## config.mk

```make
export PLATFORM = sky130hd
export DESIGN_NAME = bfha_ctrl
export DESIGN_NICKNAME = d
export VERILOG_FILES = /design/src/rtl/core/bfha_pkg.sv /design/src/rtl/core/bfha_ctrl.sv
export SDC_FILE = /design/constraint.sdc
export NUM_CORES = 1
export LEC_CHECK = 0
export BUFFER_PORTS_ARGS = -buffer_cell sky130_fd_sc_hd__buf_2
export CAP_MARGIN = 20
export CORE_ASPECT_RATIO = 1.1
export CORE_MARGIN = 10
export CORE_UTILIZATION = 40
export DETAILED_ROUTE_END_ITERATION = 16
export SLEW_MARGIN = 20
export SYNTH_ARGS = -nofsm -noshare
export SYNTH_HDL_FRONTEND = slang
export SYNTH_SLANG_ARGS = --single-unit
```

## constraint.sdc

```tcl
create_clock -name clk -period 3.01 [get_ports clk]
set_input_delay 0.1505 -clock clk [delete_from_list [all_inputs] [get_ports clk]]
set_output_delay 0.1505 -clock clk [all_outputs]
set_load 0.005 [all_outputs]
```

## src/rtl/core/bfha_pkg.sv

```systemverilog
// Package for the best-fit heap allocator: sizes, status and register codes,
// and the command and status structs between controller and datapath.
// No dependencies.
package bfha_pkg;

	// sizing of heap, free-extent table and request fields
	localparam int HEAP_UNITS  = 65536;
	localparam int MAX_EXTENTS = 64;
	localparam int UNIT_BYTES  = 16;
	localparam int ADDR_W      = $clog2(HEAP_UNITS);
	localparam int UNITS_W     = ADDR_W + 1;
	localparam int IDX_W       = $clog2(MAX_EXTENTS);
	localparam int CNT_W       = IDX_W + 1;
	localparam int UNIT_SHIFT  = $clog2(UNIT_BYTES);
	localparam int SIZE_W      = 20;
	localparam int STAT_W      = 2;
	localparam int CFG_IDX_W   = 1;

	// result status codes
	localparam logic [STAT_W-1:0] ST_OK       = 2'd0;
	localparam logic [STAT_W-1:0] ST_NO_MEM   = 2'd1;
	localparam logic [STAT_W-1:0] ST_TBL_FULL = 2'd2;

	// request modes
	localparam logic MODE_ALLOC = 1'b0;
	localparam logic MODE_FREE  = 1'b1;

	// configuration register indexes
	localparam logic [CFG_IDX_W-1:0] CFG_HEAP_LIMIT = 1'b0;
	localparam logic [CFG_IDX_W-1:0] CFG_MIN_GROW   = 1'b1;

	// reset values of the configuration registers
	localparam logic [UNITS_W-1:0] HEAP_LIMIT_RST = UNITS_W'(65536);
	localparam logic [UNITS_W-1:0] MIN_GROW_RST   = UNITS_W'(1024);

	// datapath operations issued by the controller
	typedef enum logic [5:0] {
		OP_NOP, OP_CLR, OP_LOAD, OP_HDR_RD, OP_FR_TAKE,
		OP_IN_INIT, OP_RD_J, OP_IN_EV, OP_RD_T, OP_RD_P, OP_CAP_P,
		OP_SET_FULL, OP_IN_UPLOW, OP_IN_UP, OP_IN_LOW, OP_SH_INIT,
		OP_SH_RD, OP_SH_WR, OP_IN_PUT, OP_DR_RD, OP_DR_WR, OP_DR_END,
		OP_SC_INIT, OP_SC_RD, OP_SC_EV, OP_SC_EXACT, OP_SC_BEST,
		OP_SET_OOM, OP_DIV_START, OP_GR_SETG, OP_RD_LAST, OP_GR_COMMIT,
		OP_RSP_LOAD
	} op_t;

	typedef struct packed {
		op_t  op;
		logic in_ready;
	} cmd_t;

	typedef struct packed {
		logic in_valid;
		logic in_mode;
		logic in_addr_zero;
		logic clr_last;
		logic j_lt_cnt;
		logic p_eq_cnt;
		logic j_eq_p;
		logic jp1_lt_cnt;
		logic k_lt_cnt;
		logic exact;
		logic fit;
		logic hdr_zero;
		logic up;
		logic low;
		logic tbl_full;
		logic div_done;
		logic over;
		logic merge;
		logic rsp_free;
	} stat_t;

endpackage

```

## src/rtl/core/bfha_ctrl.sv

```systemverilog
// Controller of the best-fit heap allocator: sequences scan, insert, shift,
// drop and growth steps on the datapath. Depends on bfha_pkg.
module bfha_ctrl (
	input  logic            clk,
	input  logic            arst_n,
	input  bfha_pkg::stat_t stat,
	output bfha_pkg::cmd_t  cmd
);
	import bfha_pkg::*;

	typedef enum logic [4:0] {
		S_CLEAR, S_IDLE, S_FR_RD, S_FR_CHK, S_IN_INIT, S_IN_RD, S_IN_EV,
		S_IN_RDP, S_IN_CAPP, S_IN_ACT, S_SH_RD, S_SH_WR, S_SH_PUT,
		S_DR_RD, S_DR_WR, S_SC_INIT, S_SC_RD, S_SC_EV, S_SC_END,
		S_GR_WAIT, S_GR_RDL, S_GR_CHK, S_FIN
	} state_t;

	state_t state_q, state_d;
	logic   ret_grow_q, grown_q, drop_ins_q;
	state_t ins_done;

	// where an insert returns to
	assign ins_done = ret_grow_q ? S_SC_INIT : S_FIN;

	// next state and command
	always_comb begin
		state_d      = state_q;
		cmd.op       = OP_NOP;
		cmd.in_ready = (state_q == S_IDLE);
		unique case (state_q)
			S_CLEAR: begin
				cmd.op = OP_CLR;
				if (stat.clr_last) state_d = S_IDLE;
			end
			S_IDLE: begin
				if (stat.in_valid) begin
					cmd.op = OP_LOAD;
					priority if (stat.in_mode == MODE_ALLOC) state_d = S_SC_INIT;
					else if (stat.in_addr_zero) state_d = S_FIN;
					else state_d = S_FR_RD;
				end
			end
			S_FR_RD: begin
				cmd.op  = OP_HDR_RD;
				state_d = S_FR_CHK;
			end
			S_FR_CHK: begin
				if (stat.hdr_zero) begin
					state_d = S_FIN;
				end else begin
					cmd.op  = OP_FR_TAKE;
					state_d = S_IN_INIT;
				end
			end
			// insert: find the last entry below the new extent
			S_IN_INIT: begin
				cmd.op  = OP_IN_INIT;
				state_d = S_IN_RD;
			end
			S_IN_RD: begin
				if (stat.j_lt_cnt) begin
					cmd.op  = OP_RD_J;
					state_d = S_IN_EV;
				end else begin
					cmd.op  = OP_RD_T;
					state_d = S_IN_RDP;
				end
			end
			S_IN_EV: begin
				cmd.op  = OP_IN_EV;
				state_d = S_IN_RD;
			end
			S_IN_RDP: begin
				cmd.op  = OP_RD_P;
				state_d = S_IN_CAPP;
			end
			S_IN_CAPP: begin
				cmd.op  = OP_CAP_P;
				state_d = S_IN_ACT;
			end
			// insert: merge with neighbors or open a slot
			S_IN_ACT: begin
				priority if (stat.up && stat.low) begin
					cmd.op  = OP_IN_UPLOW;
					state_d = S_DR_RD;
				end else if (stat.up) begin
					cmd.op  = OP_IN_UP;
					state_d = ins_done;
				end else if (stat.low) begin
					cmd.op  = OP_IN_LOW;
					state_d = ins_done;
				end else if (stat.tbl_full) begin
					if (!ret_grow_q) cmd.op = OP_SET_FULL;
					state_d = ins_done;
				end else if (stat.p_eq_cnt) begin
					cmd.op  = OP_IN_PUT;
					state_d = ins_done;
				end else begin
					cmd.op  = OP_SH_INIT;
					state_d = S_SH_RD;
				end
			end
			S_SH_RD: begin
				cmd.op  = OP_SH_RD;
				state_d = S_SH_WR;
			end
			S_SH_WR: begin
				cmd.op  = OP_SH_WR;
				state_d = stat.j_eq_p ? S_SH_PUT : S_SH_RD;
			end
			S_SH_PUT: begin
				cmd.op  = OP_IN_PUT;
				state_d = ins_done;
			end
			// drop an entry by shifting the tail down
			S_DR_RD: begin
				if (stat.jp1_lt_cnt) begin
					cmd.op  = OP_DR_RD;
					state_d = S_DR_WR;
				end else begin
					cmd.op  = OP_DR_END;
					state_d = drop_ins_q ? ins_done : S_FIN;
				end
			end
			S_DR_WR: begin
				cmd.op  = OP_DR_WR;
				state_d = S_DR_RD;
			end
			// best-fit scan round the ring
			S_SC_INIT: begin
				cmd.op  = OP_SC_INIT;
				state_d = S_SC_RD;
			end
			S_SC_RD: begin
				if (stat.k_lt_cnt) begin
					cmd.op  = OP_SC_RD;
					state_d = S_SC_EV;
				end else begin
					state_d = S_SC_END;
				end
			end
			S_SC_EV: begin
				if (stat.exact) begin
					cmd.op  = OP_SC_EXACT;
					state_d = S_DR_RD;
				end else begin
					cmd.op  = OP_SC_EV;
					state_d = S_SC_RD;
				end
			end
			S_SC_END: begin
				priority if (stat.fit) begin
					cmd.op  = OP_SC_BEST;
					state_d = S_FIN;
				end else if (!grown_q) begin
					cmd.op  = OP_DIV_START;
					state_d = S_GR_WAIT;
				end else begin
					cmd.op  = OP_SET_OOM;
					state_d = S_FIN;
				end
			end
			// heap growth
			S_GR_WAIT: begin
				if (stat.div_done) begin
					cmd.op  = OP_GR_SETG;
					state_d = S_GR_RDL;
				end
			end
			S_GR_RDL: begin
				cmd.op  = OP_RD_LAST;
				state_d = S_GR_CHK;
			end
			S_GR_CHK: begin
				priority if (stat.over) begin
					cmd.op  = OP_SET_OOM;
					state_d = S_FIN;
				end else if (!stat.merge && stat.tbl_full) begin
					cmd.op  = OP_SET_FULL;
					state_d = S_FIN;
				end else begin
					cmd.op  = OP_GR_COMMIT;
					state_d = S_IN_INIT;
				end
			end
			S_FIN: begin
				if (stat.rsp_free) begin
					cmd.op  = OP_RSP_LOAD;
					state_d = S_IDLE;
				end
			end
			default: state_d = S_IDLE;
		endcase
	end

	// state and flow flags
	always_ff @(posedge clk or negedge arst_n) begin
		if (!arst_n) begin
			state_q    <= S_CLEAR;
			ret_grow_q <= 1'b0;
			grown_q    <= 1'b0;
			drop_ins_q <= 1'b0;
		end else begin
			state_q <= state_d;
			unique case (cmd.op)
				OP_LOAD: begin
					ret_grow_q <= 1'b0;
					grown_q    <= 1'b0;
				end
				OP_GR_COMMIT: begin
					ret_grow_q <= 1'b1;
					grown_q    <= 1'b1;
				end
				OP_SC_EXACT: drop_ins_q <= 1'b0;
				OP_IN_UPLOW: drop_ins_q <= 1'b1;
				default: begin
				end
			endcase
		end
	end

endmodule

```

==> results.toml, run 1 <==
[sta]
setup_ws_ns = 0.525
relSlewSlack = 0.520
setup_viol = 0
finalCriticalPeriod_ns = 2.49
hold_viol = 0
final.period_utilization = 0.826
rsz0062_at_grt = "false"
tightest_slew_ns = 0.721
fin_skew_ns = 0.00469
slew_violations = 0
max_freq_ghz = 0.402
fin_tns_setup_ns = 0
hold_ws_ns = 0.146

[die]
core_um2 = 3330
num_io_pins = 28
rows = 22
start_util = 0.412
die_h_um = 81.4
chipWidth_um = 75.8
dieArea_um2 = 6170

[clock_tree]
cts_tree = "done"
cts_root_buf = "clkbuf_4"
cts_resized = 0
cts_max_level = 1
clkLatencyLatePin_ns = 0.25
numCtsBuffers = 3
clock_sinks = 7
clock_path_buffers = 2
path_clk_slew_ns = 0.05

[place]
portBuffers = 27
place_area_um2 = 1460
dp_hpwl_um = 3590
place_ws_ns = 0.835
place_congestion = 0.926

[grt]
grt_usage = 0.149
grt_antenna_before_repair = 0
grt_max_degree = 23
grt_pass1_vias = 1519
grt-ovfl-total = 0
grt_pass1_wl_um = 7420

[yosys]
synth_top_area_share = 0.128
synth.distinct_cells = 61
yosysWarnings = 0
synth_edf_count = 0
yosys.area.top_type = "dfrtp_1"
syn-num-nets = 216
ys.flop_type = "dfrtp_1"
yosys-top-cells-area = "dfrtp_1 (13%), nand2_1 (6.3%), nor2_1 (5.5%)"
syn_area_um2 = 1370
synth_cells = 195
seq_area_frac_synth = 0.128
ys_ff_latch = 7
async_flop_share = 1.00
postSynthAreaPerCell_um2 = 7.03

[drt]
wirelength_um = 4580
wl_per_cell_um = 17.4
drt.antenna.violating_nets = 0
drt_iter0_drc = 242
drc = 0
vias = 1583
dr.pass1.iters = 4
avgViaCountPerCell = 6.00

[power_and_ir_drop]
power_density_nw_per_um2 = 878
irDropWorstVdd_mv = 0.375
fin_total_pwr_w = 0.00131
p_leak_nw = 0.623

[cells_and_area]
final_area_um2 = 1490
fin_nets = 238
syn_to_final_growth_pct = 8.94
antenna_cells = 0
final_layout_size_suffix_gt1_frac = 0.222

[worst_hold_path]
hold_path_class = "in2reg"

[worst_setup_path]
path_class = "reg2out"
cp-start-kind = "register"
cp_max_fo = 22
critPathCaptureType = "output pin"
cp.arrival_ns = 2.33
worstPathRequired_ns = 2.86

[run_status]
status = "complete, no violations"

[job]
drv_cap = 0
cell type report:
cell class	instances	area (um^2)
Timing Repair Buffer	33	183
Tap cell	48	60.1
Sequential cell	7	175
Clock buffer	4	26.3
Inverter	7	26.3
Multi-Input combinational cell	165	1020
Fill cell	365	1840
final timing paths:
| kind | from | end | slack [ns] | cells past startpoint |
|---|---|---|---|---|
| setup / recovery | state_q[1]$_DFFE_PN0P_ | cmd[2] | 0.52 | 6 |
| hold / removal | stat[0] | state_q[2]$_DFFE_PN0P_ | 0.15 | 2 |
| setup reg to reg | state_q[3]$_DFFE_PN0P_ | state_q[3]$_DFFE_PN0P_ | 0.79 | 5 |
| hold reg to reg | drop_ins_q$_DFFE_PN0P_ | drop_ins_q$_DFFE_PN0P_ | 0.59 | 2 |
| max in group asynchronous | arst_n | state_q[3]$_DFFE_PN0P_ | 2.58 | 2 |
| min in group asynchronous | arst_n | grown_q$_DFFE_PN0P_ | 0.27 | 2 |
synthesized netlist by cell type (4+ instances only):
cell type / number
nand3_1: 7
nor3_1: 11
nand4_1: 4
inv_1: 7
buf_6: 5
o21ai_0: 10
nand2b_1: 5
nor2b_1: 7
nor4_1: 4
nand2_1: 23
a21oi_1: 12
dfrtp_1: 7
clkbuf_8: 4
nor2_1: 20
report_power, final:
| group | switching, W | internal [W] | leakage [nW] | total, W |
|---|---|---|---|---|
| registers | 0.000181 | 0.000132 | 0.0898 | 0.000313 |
| clock network | 0.0000326 | 0.0000504 | 0.0150 | 0.0000830 |
| logic | 0.000508 | 0.000407 | 0.519 | 0.000915 |
| total | 0.000721 | 0.000590 | 0.623 | 0.00131 |
state kept, by name, summed over array words and instances, names as in the netlist:
name	cells
drop_ins_q	1
grown_q	1
state_q	5
critical path, stage by stage, from the launching register on:
cell	delay, ns
dfrtp_1	0.79
and2b_1	0.32
a21oi_1	0.18
nor4_1	0.06
nor2_1	0.15
or4b_1	0.44
buf_2	0.15
logic make-up (layout without fill, tap and decap cells):
logic type	Yosys count	after routing	synth area share
and+or+nand+nor	99	99	0.390
AOI/OAI and AO/OA	60	60	0.312
buffers and inverters	23	44	0.126
DFF	7	7	0.128
muxes	5	5	0.0383
xor gates and xnor gates	1	1	0.00639
layout by cell type, fill, tap and decap left out, drive strengths merged, types with 2 or more instances in the layout:
master    n
a21o      4
nor3     11
nor2b     7
o211ai    2
nor4      4
nand2    24
a31oi     2
a41oi     2
o22a      2
a2111oi   2
nand3     7
o21ai    13
nor2     22
nand2b    5
mux2i     3
clkbuf    4
nand3b    3
mux2      2
and2b     3
o32ai     3
nand4     4
a22o      2
inv       7
buf      32
o22ai     3
a2bb2oi   2
a21boi    2
a21oi    12
nor3b     3
dfrtp     7
timing repair:
| item | 4_1_cts | 5_1_grt |
|---|---|---|
| setup buffers | 0 | 0 |
| endpoints found under the hold margin | 7 | 0 |
| hold buffers | 1 | 0 |
| endpoints found under the setup margin | 0 | 0 |
per-stage QoR:
stage                     cells  utilization
after floorplan             195            -
after global placement      259        0.438
after detailed placement    259        0.438
after CTS                   264        0.449
after global routing        264        0.449
final                       264        0.449
per-layer routing:
layer | vias up | share of wire | global-route usage
met2 | 102 | 0.44 | 0.235
met4 | 0 | 0.020 | 0.0335
met1 | 710 | 0.44 | 0.202
met3 | 8 | 0.096 | 0.0314
met5 | - | 0 | 0
li1 | 763 | - | -
(Power assumes the default switching activity.)
==> run 2: changes to the inputs <==
==> constraint.sdc (replaced) <==
create_clock -name clk -period 2.5 [get_ports clk]
set_input_delay 0.125 -clock clk [delete_from_list [all_inputs] [get_ports clk]]
set_output_delay 0.125 -clock clk [all_outputs]
set_load 0.005 [all_outputs]
==> run 2 against run 1 <==
Setup slack lost 0.42 ns. Combinational power rose by 25%. Global-route usage is essentially flat. Via count rose by 3.5%. Cell area up 0.50%. Worst hold slack worse by 0.057 ns. Final cell count is 0.38% higher. First-iteration DRC count fell by 23%. Clock power is 35% higher. Power is 22% higher. Largest power group unchanged.
==> results.toml, run 2 (same netlist as run 1, synthesis figures left out) <==
[run_status]
status = "complete, no violations"

[clock_tree]
clock_path_buffers = 2
cts_max_level = 1
clock_sinks = 7
clkLatencyLatePin_ns = 0.27
cts_root_buf = "clkbuf_4"
cts_tree = "done"
numCtsBuffers = 3
post_cts_buffers = 0
path_clk_slew_ns = 0.07

[worst_setup_path]
worstPathRequired_ns = 2.38
rr_startpoint = "state_q[3]$_DFFE_PN0P_"
crit_slowest_cell = "dfrtp_1"
crit_path_max_incr_delay_ns = 0.64
worstReg2RegEnd = "state_q[3]$_DFFE_PN0P_"
path_class = "reg2out"
critPathCaptureType = "output pin"
crit_start = "state_q[1]$_DFFE_PN0P_"
cp_max_fo = 13
crit_chain = "buf_4 > mux2i_1 > o22a_1 > nor2_1 > or4b_1 > buf_2"
cp-start-kind = "register"
cp.arrival_ns = 2.27
reg2reg_depth = 5
rrSetupSlack_ns = 0.39

[grt]
grt_pass1_vias = 1540
grt_antenna_before_repair = 0
grt_usage = 0.149
grt-ovfl-total = 0
grt_pass1_wl_um = 7300
grt_max_degree = 21

[sta]
relSlewSlack = 0.598
hold_viol = 0
slew_violations = 0
max_freq_ghz = 0.418
fin_tns_setup_ns = 0
fin_skew_ns = 0.0142
tightest_slew_ns = 0.603
setup_viol = 0
rsz0062_at_grt = "false"
final.period_utilization = 0.957
finalCriticalPeriod_ns = 2.39

[power_and_ir_drop]
p_switching_w = 0.000876
intPower_w = 0.000719
switching_share = 0.549
p_seq_frac = 0.214
power_frac_comb = 0.715
irDropWorstVdd_mv = 0.374
fin_total_pwr_w = 0.00159
pwr-share-clk = 0.071
p_leak_nw = 0.629
power_density_nw_per_um2 = 1060

[drt]
drc = 0
top_layer = "met4"
vias = 1639
wl_per_cell_um = 17.4
wl_met3_um = 487
wirelength_um = 4610
dr.pass1.iters = 5
drt_iter0_drc = 187
dr_wl_met2_um = 1960
drt.antenna.violating_nets = 0
avgViaCountPerCell = 6.18
met1_length_um = 1980

[cells_and_area]
top_register = "state_q"
fin_nets = 239
antenna_cells = 0
largest_reg_flops = 5
final_layout_size_suffix_gt1_frac = 0.226
syn_to_final_growth_pct = 9.49
final_common_cell = "buf_2"
final_cell_mix = "buf_2 (27), nand2_1 (23), nor2_1 (20), a21oi_1 (12), nor3_1 (11)"
largestRegisters = "state_q (5), drop_ins_q (1), grown_q (1)"

[place]
dp_hpwl_um = 3570
portBuffers = 27
place_congestion = 0.943

[die]
chipWidth_um = 75.8
die_h_um = 81.4
num_io_pins = 28
dieArea_um2 = 6170
rows = 22
core_um2 = 3330
start_util = 0.412

[worst_hold_path]
hold_end = "state_q[2]$_DFFE_PN0P_"
holdCritStartpoint = "stat[0]"
hold_depth = 2
hold_path_class = "in2reg"

[job]
drv_cap = 0
-- run 2: worst max-delay path, delay by kind of cell, from the launching register on --
kind                   cells  cell delay (ns)
AOI/OAI and AO/OA          1             0.17
DFF                        1             0.64
muxes                      1             0.19
buffers and inverters      2             0.40
and+or+nand+nor            2             0.59
-- run 2: per-stage QoR --
stage	instance area, um^2	hold WS [ns]	setup slack [ns]	util	std cells
2_1_floorplan	1370	-0.171	0.861	-	195
3_3_place_gp	1470	-0.0340	0.415	0.440	260
3_5_place_dp	1470	-0.0277	0.429	0.440	260
4_1_cts	1500	0.0918	0.139	0.451	265
5_1_grt	1500	0.0876	0.00569	0.451	265
6_report	1500	0.0894	0.107	0.451	265
-- run 2: timing repair --
item                      4_1_cts  5_1_grt
hold endpoints to repair        7        0
hold buffers                    1        0
resized for setup               0        0
-- run 2: layout make-up --
type / instances / area [um^2]
Inverter: 7 / 26.3
Multi-Input combinational cell: 165 / 1020
Sequential cell: 7 / 175
Fill cell: 349 / 1830
Tap cell: 48 / 60.1
Clock buffer: 4 / 26.3
Timing Repair Buffer: 34 / 190
-- run 2: how the worst max path moves through the flow --
stage                        end  slack, ns
after floorplan           cmd[2]       0.86
after global placement    cmd[2]       0.42
after detailed placement  cmd[2]       0.43
after CTS                 cmd[2]       0.14
after global routing      cmd[2]      0.006
final                     cmd[2]       0.11
-- run 2: layer usage --
layer | vias to the layer above | track usage
li1 | 766 | -
met1 | 728 | 0.196
met2 | 122 | 0.221
met3 | 23 | 0.0350
met4 | 0 | 0.0762
met5 | - | 0
-- run 2: power groups by stage --
stage | Sequential, W | Clock, W | Combinational (W)
after floorplan | 0.000208 | 0 | 0.000997
after global placement | 0.000337 | 0 | 0.00113
after detailed placement | 0.000333 | 0 | 0.00111
after CTS | 0.000331 | 0.000108 | 0.00113
after global routing | 0.000348 | 0.000123 | 0.00125
final | 0.000341 | 0.000112 | 0.00114
==> run 3: changes to the inputs <==
--- a/config.mk
+++ b/config.mk
@@ -9,8 +9,10 @@
 export CAP_MARGIN = 20
 export CORE_ASPECT_RATIO = 1.1
 export CORE_MARGIN = 10
-export CORE_UTILIZATION = 40
+export CORE_UTILIZATION = 50
 export DETAILED_ROUTE_END_ITERATION = 16
+export PLACE_DENSITY = 0.74
+export REMOVE_ABC_BUFFERS = 1
 export SLEW_MARGIN = 20
 export SYNTH_ARGS = -nofsm -noshare
 export SYNTH_HDL_FRONTEND = slang
==> run 3 against run 2 <==
Final cell count shrank 5.3%. Critical path depth is the same. Highest routed layer unchanged. Count of clock-buffer cells in the layout is the same. Global-route usage grew 2.1 points. Sequential power shrank 4%. Worst hold slack gained 0.019 ns. Flip-flop and latch count is the same. Maximum frequency grew 4.0%. Wire length shrank 1.1%. Combinational power grew 4%. Sequential share of layout area grew 0.064 points. Die area shrank 15%.
==> results.toml, run 3 (same netlist as run 1, synthesis figures left out) <==
[cells_and_area]
final_layout_size_suffix_gt1_frac = 0.241
fin_cells = 251
final_common_cell = "buf_2"
largest_reg_flops = 5
fin_nets = 242
syn_to_final_growth_pct = 9.67
final_cell_mix = "buf_2 (27), nand2_1 (23), nor2_1 (20), a21oi_1 (12), nor3_1 (11)"
top_register = "state_q"
antenna_cells = 0
post-route-util = 0.586
largestRegisters = "state_q (5), drop_ins_q (1), grown_q (1)"

[clock_tree]
numCtsBuffers = 3
cts_root_buf = "clkbuf_4"
path_clk_slew_ns = 0.06
post_cts_buffers = 0
clock_path_buffers = 2
cts_max_level = 1
clock_sinks = 7
clkLatencyLatePin_ns = 0.26
cts_tree = "done"

[sta]
rsz0062_at_grt = "false"
tightest_slew_ns = 0.589
finalCriticalPeriod_ns = 2.30
max_freq_ghz = 0.435
hold_viol = 0
final.period_utilization = 0.920
fin_skew_ns = 0.00861
slew_violations = 0
fin_tns_setup_ns = 0
relSlewSlack = 0.608
setup_viol = 0

[job]
drv_cap = 0

[drt]
wirelength_um = 4560
wl_per_cell_um = 18.2
avgViaCountPerCell = 6.77
drt.antenna.violating_nets = 0
dr.pass1.iters = 5
drc = 0
drt_iter0_drc = 244
vias = 1700

[worst_hold_path]
hold_depth = 2
hold_path_class = "in2reg"
hold_end = "state_q[2]$_DFFE_PN0P_"
holdCritStartpoint = "stat[0]"

[grt]
grt_usage = 0.171
grt_antenna_before_repair = 0
grt_max_degree = 17
grt-ovfl-total = 0
grt_pass1_vias = 1548
grt_pass1_wl_um = 7530

[worst_setup_path]
critPathTopFamily = "simple AND/OR/NAND/NOR gates"
crit_slowest_cell = "dfrtp_1"
cp.arrival_ns = 2.18
rr_startpoint = "state_q[0]$_DFFE_PN0P_"
crit_path_max_incr_delay_ns = 0.65
path_class = "reg2out"
worstPathRequired_ns = 2.38
cp_max_fo = 16
crit_chain = "and2b_1 > nand2_1 > nor2_1 > a2111oi_0 > nand4_1 > buf_2"
reg2reg_depth = 5
critPathBufInv = 1
rrSetupSlack_ns = 0.42
critPathCaptureType = "output pin"
cp-start-kind = "register"
worstReg2RegEnd = "state_q[3]$_DFFE_PN0P_"

[die]
rows = 19
die_h_um = 74.9
chipWidth_um = 69.9
start_util = 0.534
dieArea_um2 = 5240
core_um2 = 2570
num_io_pins = 28

[power_and_ir_drop]
p_leak_nw = 0.643
power_density_nw_per_um2 = 1080
irDropWorstVdd_mv = 0.899

[run_status]
status = "complete, no violations"

[place]
dp_cells = 246
dp_hpwl_um = 3520
place_congestion = 1.04
portBuffers = 27
-- run 3: cell count changes in the layout (fill, tap and decap cells not counted), sizes merged --
cell,previous run,this run
buf,33,36
-- run 3: metal layers --
layer	wire length (um)	part of all wire	GRT usage	up-vias
met5	0	0	0	-
met4	136	0.030	0.0526	0
met3	442	0.097	0.0447	16
met2	2090	0.46	0.283	126
met1	1900	0.42	0.213	786
li1	-	-	-	772
-- run 3: area by class of cell --
type | count | area (um^2)
clock buffer | 4 | 26.3
fill | 249 | 1060
multi-input combinational | 165 | 1020
sequential | 7 | 176
tap | 31 | 38.8
inverter | 7 | 26.3
timing repair buffer | 37 | 213
-- run 3: stage by stage --
step           cell area, um^2  hold slack, ns  power [W]  setup WS (ns)
2_1_floorplan             1220          -0.171    0.00105          0.513
3_3_place_gp              1470         -0.0331    0.00146          0.481
3_5_place_dp              1470         -0.0314    0.00147          0.506
4_1_cts                   1500          0.0965    0.00159          0.215
5_1_grt                   1500           0.112    0.00175         0.0131
6_report                  1500           0.108    0.00162          0.200
-- run 3: worst reg2reg max path: stages (launching register included) --
cell and delay, ns:
dfrtp_1 0.71, nor2b_1 0.19, nand3_1 0.19, a2bb2oi_1 0.42, nand3_1 0.26, a41oi_1 0.24
-- run 3: where the power goes --
| group | internal, W | leakage [nW] | switching [W] |
|---|---|---|---|
| combinational | 0.000516 | 0.539 | 0.000670 |
| sequential | 0.000162 | 0.0886 | 0.000166 |
| clock | 0.0000613 | 0.0150 | 0.0000480 |
-- run 3: worst max path at each step --
stage / startpoint / endpoint / slack (ns) / depth (start not counted)
4_1_cts: state_q[1]$_DFFE_PN0P_ / cmd[2] / 0.21 / 6
3_5_place_dp: state_q[0]$_DFFE_PN0P_ / state_q[0]$_DFFE_PN0P_ / 0.51 / 6
6_report: state_q[4]$_DFFE_PN0P_ / cmd[3] / 0.20 / 6
2_1_floorplan: state_q[1]$_DFFE_PN0P_ / cmd[2] / 0.51 / 5
5_1_grt: state_q[0]$_DFFE_PN0P_ / cmd[1] / 0.01 / 6
3_3_place_gp: state_q[0]$_DFFE_PN0P_ / state_q[3]$_DFFE_PN0P_ / 0.48 / 5
-- run 3: timing repair --
action,4_1_cts,5_1_grt
endpoints found under the hold margin,7,0
resized for setup,0,1
hold buffers,1,0
setup endpoints to repair,0,2
